$ cat src/sv/mase_pkg.sv
`timescale 1ns / 1ps
package mase_pkg;

   localparam int MAX_DIM_DEF   = 8;
   localparam int ELEM_BITS_DEF = 16;

   localparam int VALUE_BITS     = 16;
   localparam int IDX_BITS       = 3;
   localparam int CMD_BITS       = 2;
   localparam int MODE_BITS      = 2;
   localparam int DIM_BITS       = 4;
   localparam int RES_BITS       = 40;
   localparam int FRAC_BITS      = 8;
   localparam int CSR_INDEX_BITS = 3;
   localparam int CSR_DATA_BITS  = 4;
   localparam int REQ_DATA_BITS  = 24;
   localparam int RSP_DATA_BITS  = 48;

   localparam logic [CMD_BITS-1:0] CMD_LOAD_A = 2'd0;
   localparam logic [CMD_BITS-1:0] CMD_LOAD_B = 2'd1;
   localparam logic [CMD_BITS-1:0] CMD_START  = 2'd2;

   localparam logic [MODE_BITS-1:0] MODE_ADD = 2'd0;
   localparam logic [MODE_BITS-1:0] MODE_SUB = 2'd1;
   localparam logic [MODE_BITS-1:0] MODE_MUL = 2'd2;

   localparam logic [CSR_INDEX_BITS-1:0] CSR_OP_MODE = 3'd0;
   localparam logic [CSR_INDEX_BITS-1:0] CSR_ROWS_A  = 3'd1;
   localparam logic [CSR_INDEX_BITS-1:0] CSR_COLS_A  = 3'd2;
   localparam logic [CSR_INDEX_BITS-1:0] CSR_ROWS_B  = 3'd3;
   localparam logic [CSR_INDEX_BITS-1:0] CSR_COLS_B  = 3'd4;

   typedef struct packed {
      logic en;
      logic first;
      logic mul;
      logic sub;
   } mac_ctrl_type;

endpackage

$ cat src/sv/mase_ram.sv
`timescale 1ns / 1ps
module mase_ram #(
   parameter int WIDTH = 16,
   parameter int DEPTH = 64
) (
   input  logic                                 clock,
   input  logic                                 wr_en,
   input  logic [(DEPTH > 1 ? $clog2(DEPTH) : 1)-1:0] wr_addr,
   input  logic [WIDTH-1:0]                     wr_data,
   input  logic [(DEPTH > 1 ? $clog2(DEPTH) : 1)-1:0] rd_addr,
   output logic [WIDTH-1:0]                     rd_data
);

   logic [WIDTH-1:0] mem_ff [DEPTH];
   logic [WIDTH-1:0] rd_data_ff;

   always_ff @(posedge clock) begin
      if (wr_en) begin
         mem_ff[wr_addr] <= wr_data;
      end
      rd_data_ff <= mem_ff[rd_addr];
   end

   assign rd_data = rd_data_ff;

endmodule

$ cat src/sv/mase_mac.sv
`timescale 1ns / 1ps
module mase_mac #(
   parameter int ELEM_BITS = mase_pkg::ELEM_BITS_DEF
) (
   input  logic                              clock,
   input  mase_pkg::mac_ctrl_type            ctrl,
   input  logic signed [ELEM_BITS-1:0]       a_data,
   input  logic signed [ELEM_BITS-1:0]       b_data,
   output logic signed [mase_pkg::RES_BITS-1:0] acc
);

   localparam int ProdW = 2 * ELEM_BITS;
   localparam int WideW = (ProdW > mase_pkg::RES_BITS) ? ProdW : mase_pkg::RES_BITS;

   logic signed [ProdW-1:0]              prod;
   logic signed [ELEM_BITS:0]            sum;
   logic signed [WideW-1:0]              prod_w;
   logic signed [WideW-1:0]              sum_w;
   logic signed [mase_pkg::RES_BITS-1:0] term;
   logic signed [mase_pkg::RES_BITS-1:0] acc_in;
   logic signed [mase_pkg::RES_BITS-1:0] acc_ff;

   always_comb begin
      prod   = a_data * b_data;
      sum    = ctrl.sub ? ((ELEM_BITS + 1)'(a_data) - (ELEM_BITS + 1)'(b_data))
                        : ((ELEM_BITS + 1)'(a_data) + (ELEM_BITS + 1)'(b_data));
      prod_w = WideW'(prod);
      sum_w  = WideW'(sum) <<< mase_pkg::FRAC_BITS;
      term   = ctrl.mul ? prod_w[mase_pkg::RES_BITS-1:0] : sum_w[mase_pkg::RES_BITS-1:0];
      acc_in = ctrl.first ? term : acc_ff + term;
   end

   always_ff @(posedge clock) begin
      if (ctrl.en) begin
         acc_ff <= acc_in;
      end
   end

   assign acc = acc_ff;

endmodule

$ cat src/sv/matrix_add_sub_mul_engine_unit.sv
`timescale 1ns / 1ps
// Matrix add, subtract and multiply engine. Load transfers (cmd 0 for A, cmd 1 for B) write
// one element each; an unused command is accepted and does nothing. A start transfer (cmd 2)
// runs the operation chosen by op_mode over the sizes in the dimension registers and sends
// the result elements in row-major order, the final one with rsp_tlast set. The block takes
// no request until the final result has been transferred. Each result element is built by
// the single multiply-accumulate unit, which takes one operand pair per cycle from the
// registered read ports of the two element stores: cols_a pairs for a multiply and one
// pair for add or subtract. After a wait state for the registered read, the element is
// offered and held until rsp_tready. A dimension mismatch yields one error result.
module matrix_add_sub_mul_engine_unit #(
   parameter int MAX_DIM   = mase_pkg::MAX_DIM_DEF,
   parameter int ELEM_BITS = mase_pkg::ELEM_BITS_DEF
) (
   input  logic                                    clock,
   input  logic                                    reset,
   input  logic                                    req_tvalid,
   output logic                                    req_tready,
   // cmd[1:0], row[4:2], col[7:5], value[23:8]
   input  logic [mase_pkg::REQ_DATA_BITS-1:0]      req_tdata,
   output logic                                    rsp_tvalid,
   input  logic                                    rsp_tready,
   // out_row[2:0], out_col[5:3], result[45:6], zero fill[47:46]
   output logic [mase_pkg::RSP_DATA_BITS-1:0]      rsp_tdata,
   output logic                                    rsp_tlast,
   // dims_error
   output logic                                    rsp_tuser,
   input  logic                                    csr_wen,
   input  logic [mase_pkg::CSR_INDEX_BITS-1:0]     csr_index,
   input  logic [mase_pkg::CSR_DATA_BITS-1:0]      csr_wdata
);

   localparam int IdxW  = (MAX_DIM > 1) ? $clog2(MAX_DIM) : 1;
   localparam int Depth = MAX_DIM * MAX_DIM;
   localparam int AddrW = (Depth > 1) ? $clog2(Depth) : 1;
   localparam int DimW  = mase_pkg::DIM_BITS;

   typedef enum logic [3:0] {
      S_IDLE = 4'b0001,
      S_CALC = 4'b0010,
      S_WAIT = 4'b0100,
      S_EMIT = 4'b1000
   } state_type;

   state_type state_ff, state_in;

   logic [mase_pkg::MODE_BITS-1:0] op_mode_ff;
   logic [DimW-1:0] rows_a_ff, cols_a_ff, rows_b_ff, cols_b_ff;

   logic [IdxW-1:0] i_ff, i_in, j_ff, j_in, k_ff, k_in;
   logic            err_ff, err_in;
   logic            rd_valid_ff, rd_valid_in;
   logic            rd_first_ff, rd_first_in;

   logic [mase_pkg::CMD_BITS-1:0]          req_cmd;
   logic [mase_pkg::IDX_BITS-1:0]          req_row, req_col;
   logic signed [mase_pkg::VALUE_BITS-1:0] req_value;
   logic                                   req_xfer;
   logic                                   ld_in_range;
   logic                                   wr_a, wr_b;
   logic [AddrW-1:0]                       wr_addr;
   logic [ELEM_BITS-1:0]                   wr_data;

   logic [AddrW-1:0]              a_raddr, b_raddr;
   logic signed [ELEM_BITS-1:0]   a_rdata, b_rdata;
   logic signed [mase_pkg::RES_BITS-1:0] acc;
   mase_pkg::mac_ctrl_type        mac_ctrl;

   logic            is_mul;
   logic [DimW-1:0] n_cols;
   logic            dims_ok;
   logic            k_last, i_last, j_last;
   logic [mase_pkg::RES_BITS-1:0] out_result;

   assign req_cmd   = req_tdata[1:0];
   assign req_row   = req_tdata[4:2];
   assign req_col   = req_tdata[7:5];
   assign req_value = req_tdata[23:8];

   assign req_tready = (state_ff == S_IDLE);
   assign req_xfer   = req_tvalid && req_tready;

   assign ld_in_range = (DimW'(req_row) < DimW'(MAX_DIM)) && (DimW'(req_col) < DimW'(MAX_DIM));
   assign wr_a    = req_xfer && ld_in_range && (req_cmd == mase_pkg::CMD_LOAD_A);
   assign wr_b    = req_xfer && ld_in_range && (req_cmd == mase_pkg::CMD_LOAD_B);
   assign wr_addr = AddrW'(int'(req_row) * MAX_DIM + int'(req_col));
   assign wr_data = ELEM_BITS'(req_value);

   always_ff @(posedge clock) begin
      if (reset) begin
         op_mode_ff <= mase_pkg::MODE_ADD;
         rows_a_ff  <= DimW'(1);
         cols_a_ff  <= DimW'(1);
         rows_b_ff  <= DimW'(1);
         cols_b_ff  <= DimW'(1);
      end else if (csr_wen) begin
         case (csr_index)
            mase_pkg::CSR_OP_MODE: op_mode_ff <= csr_wdata[mase_pkg::MODE_BITS-1:0];
            mase_pkg::CSR_ROWS_A:  rows_a_ff  <= csr_wdata;
            mase_pkg::CSR_COLS_A:  cols_a_ff  <= csr_wdata;
            mase_pkg::CSR_ROWS_B:  rows_b_ff  <= csr_wdata;
            mase_pkg::CSR_COLS_B:  cols_b_ff  <= csr_wdata;
            default: begin
            end
         endcase
      end
   end

   function automatic logic dim_ok(input logic [mase_pkg::DIM_BITS-1:0] d);
      dim_ok = (d != '0) && (d <= mase_pkg::DIM_BITS'(MAX_DIM));
   endfunction

   always_comb begin
      is_mul = (op_mode_ff == mase_pkg::MODE_MUL);
      n_cols = is_mul ? cols_b_ff : cols_a_ff;
      case (op_mode_ff)
         mase_pkg::MODE_ADD, mase_pkg::MODE_SUB:
            dims_ok = dim_ok(rows_a_ff) && dim_ok(cols_a_ff) &&
                      (rows_a_ff == rows_b_ff) && (cols_a_ff == cols_b_ff);
         mase_pkg::MODE_MUL:
            dims_ok = dim_ok(rows_a_ff) && dim_ok(cols_a_ff) && dim_ok(cols_b_ff) &&
                      (cols_a_ff == rows_b_ff);
         default: dims_ok = 1'b0;
      endcase
      k_last = !is_mul || (DimW'(k_ff) + DimW'(1) == cols_a_ff);
      i_last = (DimW'(i_ff) + DimW'(1) == rows_a_ff);
      j_last = (DimW'(j_ff) + DimW'(1) == n_cols);
      a_raddr = is_mul ? AddrW'(int'(i_ff) * MAX_DIM + int'(k_ff))
                       : AddrW'(int'(i_ff) * MAX_DIM + int'(j_ff));
      b_raddr = is_mul ? AddrW'(int'(k_ff) * MAX_DIM + int'(j_ff))
                       : AddrW'(int'(i_ff) * MAX_DIM + int'(j_ff));
   end

   always_comb begin
      state_in    = state_ff;
      i_in        = i_ff;
      j_in        = j_ff;
      k_in        = k_ff;
      err_in      = err_ff;
      rd_valid_in = 1'b0;
      rd_first_in = (k_ff == '0);
      case (state_ff)
         S_IDLE: begin
            if (req_xfer && (req_cmd == mase_pkg::CMD_START)) begin
               i_in     = '0;
               j_in     = '0;
               k_in     = '0;
               err_in   = !dims_ok;
               state_in = dims_ok ? S_CALC : S_EMIT;
            end
         end
         S_CALC: begin
            rd_valid_in = 1'b1;
            if (k_last) begin
               state_in = S_WAIT;
            end else begin
               k_in = k_ff + 1'b1;
            end
         end
         S_WAIT: begin
            state_in = S_EMIT;
         end
         S_EMIT: begin
            if (rsp_tready) begin
               if (rsp_tlast) begin
                  state_in = S_IDLE;
               end else begin
                  k_in     = '0;
                  state_in = S_CALC;
                  if (j_last) begin
                     j_in = '0;
                     i_in = i_ff + 1'b1;
                  end else begin
                     j_in = j_ff + 1'b1;
                  end
               end
            end
         end
         default: begin
            state_in = S_IDLE;
         end
      endcase
   end

   always_ff @(posedge clock) begin
      if (reset) begin
         state_ff    <= S_IDLE;
         rd_valid_ff <= 1'b0;
         i_ff        <= '0;
         j_ff        <= '0;
         k_ff        <= '0;
         err_ff      <= 1'b0;
         rd_first_ff <= 1'b0;
      end else begin
         state_ff    <= state_in;
         rd_valid_ff <= rd_valid_in;
         i_ff        <= i_in;
         j_ff        <= j_in;
         k_ff        <= k_in;
         err_ff      <= err_in;
         rd_first_ff <= rd_first_in;
      end
   end

   mase_ram #(
      .WIDTH (ELEM_BITS),
      .DEPTH (Depth)
   ) u_store_a (
      .clock   (clock),
      .wr_en   (wr_a),
      .wr_addr (wr_addr),
      .wr_data (wr_data),
      .rd_addr (a_raddr),
      .rd_data (a_rdata)
   );

   mase_ram #(
      .WIDTH (ELEM_BITS),
      .DEPTH (Depth)
   ) u_store_b (
      .clock   (clock),
      .wr_en   (wr_b),
      .wr_addr (wr_addr),
      .wr_data (wr_data),
      .rd_addr (b_raddr),
      .rd_data (b_rdata)
   );

   assign mac_ctrl.en    = rd_valid_ff;
   assign mac_ctrl.first = rd_first_ff;
   assign mac_ctrl.mul   = is_mul;
   assign mac_ctrl.sub   = (op_mode_ff == mase_pkg::MODE_SUB);

   mase_mac #(
      .ELEM_BITS (ELEM_BITS)
   ) u_mac (
      .clock  (clock),
      .ctrl   (mac_ctrl),
      .a_data (a_rdata),
      .b_data (b_rdata),
      .acc    (acc)
   );

   assign out_result = err_ff ? '0 : acc;
   assign rsp_tvalid = (state_ff == S_EMIT);
   assign rsp_tlast  = err_ff || (i_last && j_last);
   assign rsp_tuser  = err_ff;
   assign rsp_tdata  = {2'b00, out_result,
                        mase_pkg::IDX_BITS'(j_ff), mase_pkg::IDX_BITS'(i_ff)};

endmodule

$ cat config.mk
export PLATFORM = sky130hd
export DESIGN_NAME = matrix_add_sub_mul_engine_unit
export DESIGN_NICKNAME = d
export VERILOG_FILES = /design/src/sv/mase_pkg.sv /design/src/sv/mase_ram.sv /design/src/sv/mase_mac.sv /design/src/sv/matrix_add_sub_mul_engine_unit.sv
export SDC_FILE = /design/constraint.sdc
export NUM_CORES = 2
export LEC_CHECK = 0
export BUFFER_PORTS_ARGS = -buffer_cell sky130_fd_sc_hd__buf_2
export CORE_AREA = 8 8 400 402
export DETAILED_ROUTE_END_ITERATION = 6
export DIE_AREA = 0 0 408 410
export GPL_ROUTABILITY_DRIVEN = 0
export PLACE_DENSITY_LB_ADDON = 0.15
export SETUP_SLACK_MARGIN = 0.5
export SYNTH_ARGS = -nofsm -noshare
export SYNTH_HDL_FRONTEND = slang
export SYNTH_SLANG_ARGS = --single-unit
$ cat constraint.sdc
create_clock -name clock -period 9.15 [get_ports clock]
set_clock_uncertainty 0.05 [all_clocks]
set_input_delay 0.4575 -clock clock [delete_from_list [all_inputs] [get_ports clock]]
set_output_delay 0.4575 -clock clock [all_outputs]
set_load 0.005 [all_outputs]
Yosys cells after proc, flatten, opt, wreduce, memory -nomap -nowiden --
Memories as Yosys holds them, arrays and structs flattened. A register that Yosys moved wholly into a read port is not among the register bits. Cells that the tools add are included. W data, S select, Z words.
Storage, ports and cells: flip-flop bits (word level) 74, bits in writable memories 2048, bits of input ports 36, output and inout bits 52, word-level logic and storage cells 125, memories kept 2
Cells by class: add/subtract/negate cells 13, multipliers 1, magnitude comparators 3, eq/ne operators 24, muxes and demuxes 32, reduce and logical (&&, ||, !) cells 37
Memories:
- u_store_a.mem_ff | words 64, width 16, read ports 1, clocked after memory_dff 1, write ports 1, line mase_ram.sv:14 | logic [WIDTH-1:0] mem_ff [DEPTH];
- u_store_b.mem_ff | words 64, width 16, read ports 1, clocked after memory_dff 1, write ports 1, line mase_ram.sv:14
Operator list (number):
- $mux W40 | 3
- $add A40 B40 Y40 | 1
- $mul A16 B16 Y32 | 1
- $mux W3 | 10
- $add A6 B3 Y6 | 4
- $eq A4 B4 Y1 | 6
- $mux W4 | 5
- $add A16 B16 Y17 | 1
- $mux W17 | 1
- $sub A16 B16 Y17 | 1
- $pmux W4 S4 | 1
- $logic_and A1 B1 Y1 | 13
- $add A3 B1 Y4 const B | 3
- $le A4 B4 Y1 const B | 3
- $mux W6 | 2
- $pmux W3 S2 | 2
- $reduce_and A2 Y1 | 6
- $reduce_bool A4 Y1 | 3
- $reduce_and A5 Y1 | 2
- $add A3 B1 Y3 const B | 3
- $pmux W3 S3 | 1
- $eq A3 B2 Y1 const B | 2
- $logic_not A3 Y1 | 2
- $ne A2 B1 Y1 const B | 3
- 20 further kinds | 31

Depth between registers and ports, before layout --
word-level depth 9, depth in mapped cells 36, mapped depth without buffers 32

By module --
From an unflattened synthesis, not the netlist that was laid out.
Unflattened totals: cell total of the unflattened synthesis 5631, area, all modules 97255.8 um^2
Modules (own cells, without submodules):
- mase_ram | instances 2, cells each 1829, area each 40042.2 um^2, sequential area each 31069.8 um^2
- mase_mac | instances 1, cells each 1675, area each 14694.1 um^2, sequential area each 1201.2 um^2
- matrix_add_sub_mul_engine_unit | instances 1, cells each 298, area each 2477.4 um^2, sequential area each 680.7 um^2

Worst setup path before layout --
OpenSTA, ideal clock, no wires.
kind reg2reg, start point register u_store_a.rd_data_ff[15] (netlist: u_store_a.rd_data[15]) (read register of u_store_a.mem_ff), end point register u_mac.acc_ff, in the netlist u_mac.acc[39] (data pin), library setup time 0.278 ns, data arrival time 8.090 ns, required time 8.822 ns, setup slack 0.733 ns, stages on the path, launching flop included 31, path buffers 2, period minus slack after synthesis 8.417 ns, path through dfxtp_1 clkbuf_1 clkbuf_1 nand2_1 inv_1 fa_1 fa_1 fa_1 fa_1 fa_1 inv_1 fa_1 inv_1 ha_1 a21o_1 a31oi_1 a21boi_1 o21ai_1 o21ai_1 a31oi_1 xnor2_1 a21oi_1 ha_1 a21oi_1 o21ai_0 a21o_1 a21oi_1 o21ai_1 a211o_1 a211oi_1 xnor2_1
Between the ends: word-level cells in the longest chain between the ends 5, elaborated cells on any way between the ends 7, classes of those cells add/sub: 3; mul: 1; mux: 3
RTL lines:
- start: declaration | line mase_ram.sv:15 | logic [WIDTH-1:0] rd_data_ff;
- parallel branches: the longest is 2 deep, another holds $mul A16 B16 Y32
- $mux W40 * | line mase_mac.sv:29 | term = ctrl.mul ? prod_w[mase_pkg::RES_BITS-1:0] : sum_w[mase_pkg::RES_BITS-1:0];
- $add A40 B40 Y40 | line mase_mac.sv:30 | acc_in = ctrl.first ? term : acc_ff + term;
- $mux W40 * | line mase_mac.sv:30
- named net u_mac.acc_in, one bit | line mase_mac.sv:20 | logic signed [mase_pkg::RES_BITS-1:0] acc_in;
- end signal: assignment | line mase_mac.sv:35 | acc_ff <= acc_in;
- end: declaration | line mase_mac.sv:21 | logic signed [mase_pkg::RES_BITS-1:0] acc_ff;
Mark *: on every way through the listed nets, which the timed path passes. A chain may end at the register's enable or synchronous reset.

Worst setup path in the final report --
start point register u_store_b.rd_data_ff[4] (netlist: u_store_b.rd_data[4]) (read register of u_store_b.mem_ff), end point register u_mac.acc_ff, in the netlist u_mac.acc[39] (data pin)
Between the ends: word-level cells in the longest chain between the ends 5, elaborated cells on any way between the ends 7, classes of those cells add/sub: 3; mul: 1; mux: 3
RTL lines (line):
- start: declaration | mase_ram.sv:15
- parallel branches: the longest is 2 deep, another holds $mul A16 B16 Y32
- $mux W40 * | mase_mac.sv:29
- $add A40 B40 Y40 | mase_mac.sv:30
- $mux W40 * | mase_mac.sv:30
- named net u_mac.acc_in, one bit | mase_mac.sv:20
Marked as above.

==> metrics <==
CTS max path bufs 3; hold depth 4; Synth area leaders edfxtp_1, mux4_2, fa_1; Via Count 49393; synth warn 0; crit start category flop; Port Buffers 85; critical path required time just under 10 ns; Leak approximately 0.036 µW; Iteration-0 DRC Markers 5569; Starting Density a little over three fifths; Layout fillers roughly 9500; final hold vios 0; Design Area, Final about 110000 µm²; met2 usage a little over two fifths; Final HPWL DP 139000 µm; Max-slew headroom around 11%; Final ANT Viol Nets 0; Wirelength per Cell around 30 µm; Worst path max stage delay around 0.54 ns; die width 408 µm; Post-Syn Area approximately 96000 µm²; Max Cap Viol 0; synthesized area per cell 18.7 µm²; Cells after Synth a little over 5000; DRT Wirelength 228000 µm; achievable frequency between 0.1 and 0.15 GHz; R2R cell count 31; Final min period 8.38 ns; clk root buf clkbuf_16; worst setup margin 0.770 ns; GRT overflow 0; dpl ws about 0.31 ns; synth unique cells 89; Placeable Area ~150000 µm²; EDFF count, synth roughly 2100; crit-path most repeated cell fa_1; Slowest cell on crit path fa_1; TritonCTS clock tree done; Final Max Tran Viols 0; drt pass-1 iters 6; Worst R2R Setup Slack 0.77 ns; full die area around 170000 µm²; sequential fraction of the synthesis area roughly two thirds; switching share of total power 21.8%; Pwr per Cell Area ~190 nW/µm²; Flop pwr share between 50% and 60%; Yosys top cell area share 65.4%; Synth Flop Type edfxtp_1; Via-to-Cell Ratio ~6.5; clk sink count between 2000 and 2500; wire length of the first global-routing pass about 340000 µm; nets@finish roughly 5800; status complete, no violations; internal power around 16000 µW; CTS clock-pin slew for the worst setup and hold paths ~0.06 ns; Num CTS Buffers 204; I/O Pins 88; grt met1 use a little under 40%; most numerous cell in the Yosys netlist edfxtp_1; Worst Max-Slew Pin Slew 1.33 ns; Die H ~410 µm; endpoints failing setup 0; Area after DPL ~100000 µm²; GRT busiest layer met2; layout cells sized above 1 roughly a quarter; ys async rst share 0%; antenna violations before repair 14; unrepaired setup endpoints after global routing yes; TNS Setup 0 ns; # H-tree levels 4; Comb power frac between 5 and 6%; leading area contributor after synthesis edfxtp_1; largest net degree at the start of global routing 137; P&R area growth vs syn 11.0%; Reg area about 64000 µm²; CP Max Fanout 12; met3 Use GR under 10%; FF+latch count, synth approximately 2200; clock share of power between 40 and 50%; Worst Setup Path Type reg -> reg; Post-Layout Cell Count 7607; CP Capture Type flop; area occupied by multi-input gates 29900 µm²; NetSw between 4000 and 5000 µW; placed cells 7211; Total GRT Usage between 20 and 30%; synth cell count leaders edfxtp_1, mux4_2, inv_1; crit path DAT approximately 8.9 ns; vias in the first global route roughly 50000; fin crit share just over 90%; worst vdd ir ~0.00018 V; Min-Delay Path Class in -> reg; DRC 0; clk_lat worst skew around 0.86 ns; site row count 144
[routing by layer]
metal  share of wire (%)  wire length, µm
met1                  40            90300
met2                  48           110000
met3                 9.1            20700
met4                 3.0             6930
met5              0.0066               15
[registers in the layout (all words and copies together) (netlist names)]
register,flops
rd_valid_ff,1
u_store_b.rd_data,16
k_ff,3
cols_b_ff,4
u_store_b.mem_ff,1024
u_mac.acc,40
rsp_tuser,1
cols_a_ff,4
j_ff,3
state_ff,4
i_ff,3
u_store_a.mem_ff,1024
rows_b_ff,4
u_store_a.rd_data,16
op_mode_ff,2
rd_first_ff,1
rows_a_ff,4
[metrics by stage]
| stage | hold slack (ns) | util (%) | total power (µW) |
|---|---|---|---|
| 2_1_floorplan | 0.446 | - | 11700 |
| 3_3_place_gp | 0.476 | 64.9 | 12100 |
| 3_5_place_dp | 0.484 | 64.9 | 12100 |
| 4_1_cts | 0.00131 | 69.3 | 20200 |
| 5_1_grt | 0.0417 | 69.4 | 20600 |
| 6_report | 0.0548 | 69.4 | 20100 |
[cells in the final DEF, fill, tap and decap left out, drive strengths merged, types with 7 or more instances in the layout]
| cell | count |
|---|---|
| mux2 | 13 |
| bufinv | 10 |
| nand2b | 17 |
| o22ai | 7 |
| clkinv | 111 |
| xnor2 | 67 |
| ha | 143 |
| o31ai | 10 |
| and2 | 149 |
| nand3 | 25 |
| nand2 | 237 |
| mux4 | 656 |
| nor3 | 31 |
| nor2 | 239 |
| mux2i | 27 |
| clkinvlp | 7 |
| a31oi | 32 |
| o21ai | 69 |
| nor4 | 9 |
| nand3b | 8 |
| a211oi | 35 |
| dlygate4sd3 | 11 |
| o211ai | 7 |
| a21o | 38 |
| o21bai | 10 |
| clkbuf | 245 |
| or3 | 8 |
| a211o | 7 |
| a21oi | 87 |
| xor2 | 39 |
| nor2b | 63 |
| buf | 297 |
| inv | 319 |
| edfxtp | 2088 |
| fa | 264 |
| o21a | 15 |
| nand4 | 10 |
| and3 | 11 |
| dfxtp | 66 |
[critical path: cells and delay by family, from the launching register on]
kind                     cells  cell delay (ns)
adder cells (fa/ha/maj)      8             3.76
AO/OA/AOI/OAI               13             2.45
AND/OR/NAND/NOR              4             0.91
buffers and inverters        5             0.43
flip-flops                   1             0.39
XOR/XNOR                     1             0.09
[cell families (layout without fill, tap and decap cells)]
group / count (synthesis) / after routing / share of synthesized area (%)
compound gates: 365 / 365 / 2.50
xor+xnor: 106 / 106 / 0.969
fa+ha+maj: 407 / 407 / 7.38
buf+inv: 566 / 1000 / 2.29
flops: 2154 / 2154 / 66.8
mux: 696 / 696 / 15.9
other cells: 1 / 3 / 0.00391
simple gates: 832 / 832 / 4.21
[layout make-up]
type,count,share of cell area (%)
Antenna cell,1,0.00235
Clock buffer,245,5.04
Clock inverter,135,1.05
Inverter,312,1.10
Multi-Input combinational cell,2408,28.1
Sequential cell,2154,60.2
Tap cell,2044,2.40
Timing Repair Buffer,308,2.08
[worst paths after layout]
| kind | startpoint | to |
|---|---|---|
| max | u_store_b.rd_data[4]$_DFF_P_ | u_mac.acc[39]$_DFFE_PP_ |
| min | csr_index[1] | op_mode_ff[0]$_SDFFE_PP0P_ |
| max reg2reg | u_store_b.rd_data[4]$_DFF_P_ | u_mac.acc[39]$_DFFE_PP_ |
| min reg2reg | rows_b_ff[0]$_SDFFE_PP1P_ | rows_b_ff[0]$_SDFFE_PP1P_ |
[timing repair]
action / 4_1_cts / 5_1_grt
endpoints found under the setup margin: 6 / 15
hold endpoints to repair: 160 / 0
hold buffers: 11 / 0
buffers inserted: 1 / 3
pin swaps: 1 / 8
resized for setup: 10 / 42
[power by group through the flow]
| stage | registers, µW | clock network (µW) | logic, µW |
|---|---|---|---|
| finish | 10900 | 8150 | 1060 |
| global route | 10900 | 8610 | 1160 |
| CTS | 10900 | 8260 | 1020 |
| detailed placement | 11100 | 0 | 1010 |
| global placement | 11100 | 0 | 982 |
| floorplan | 11100 | 0 | 610 |
(Power assumes the default switching activity.)
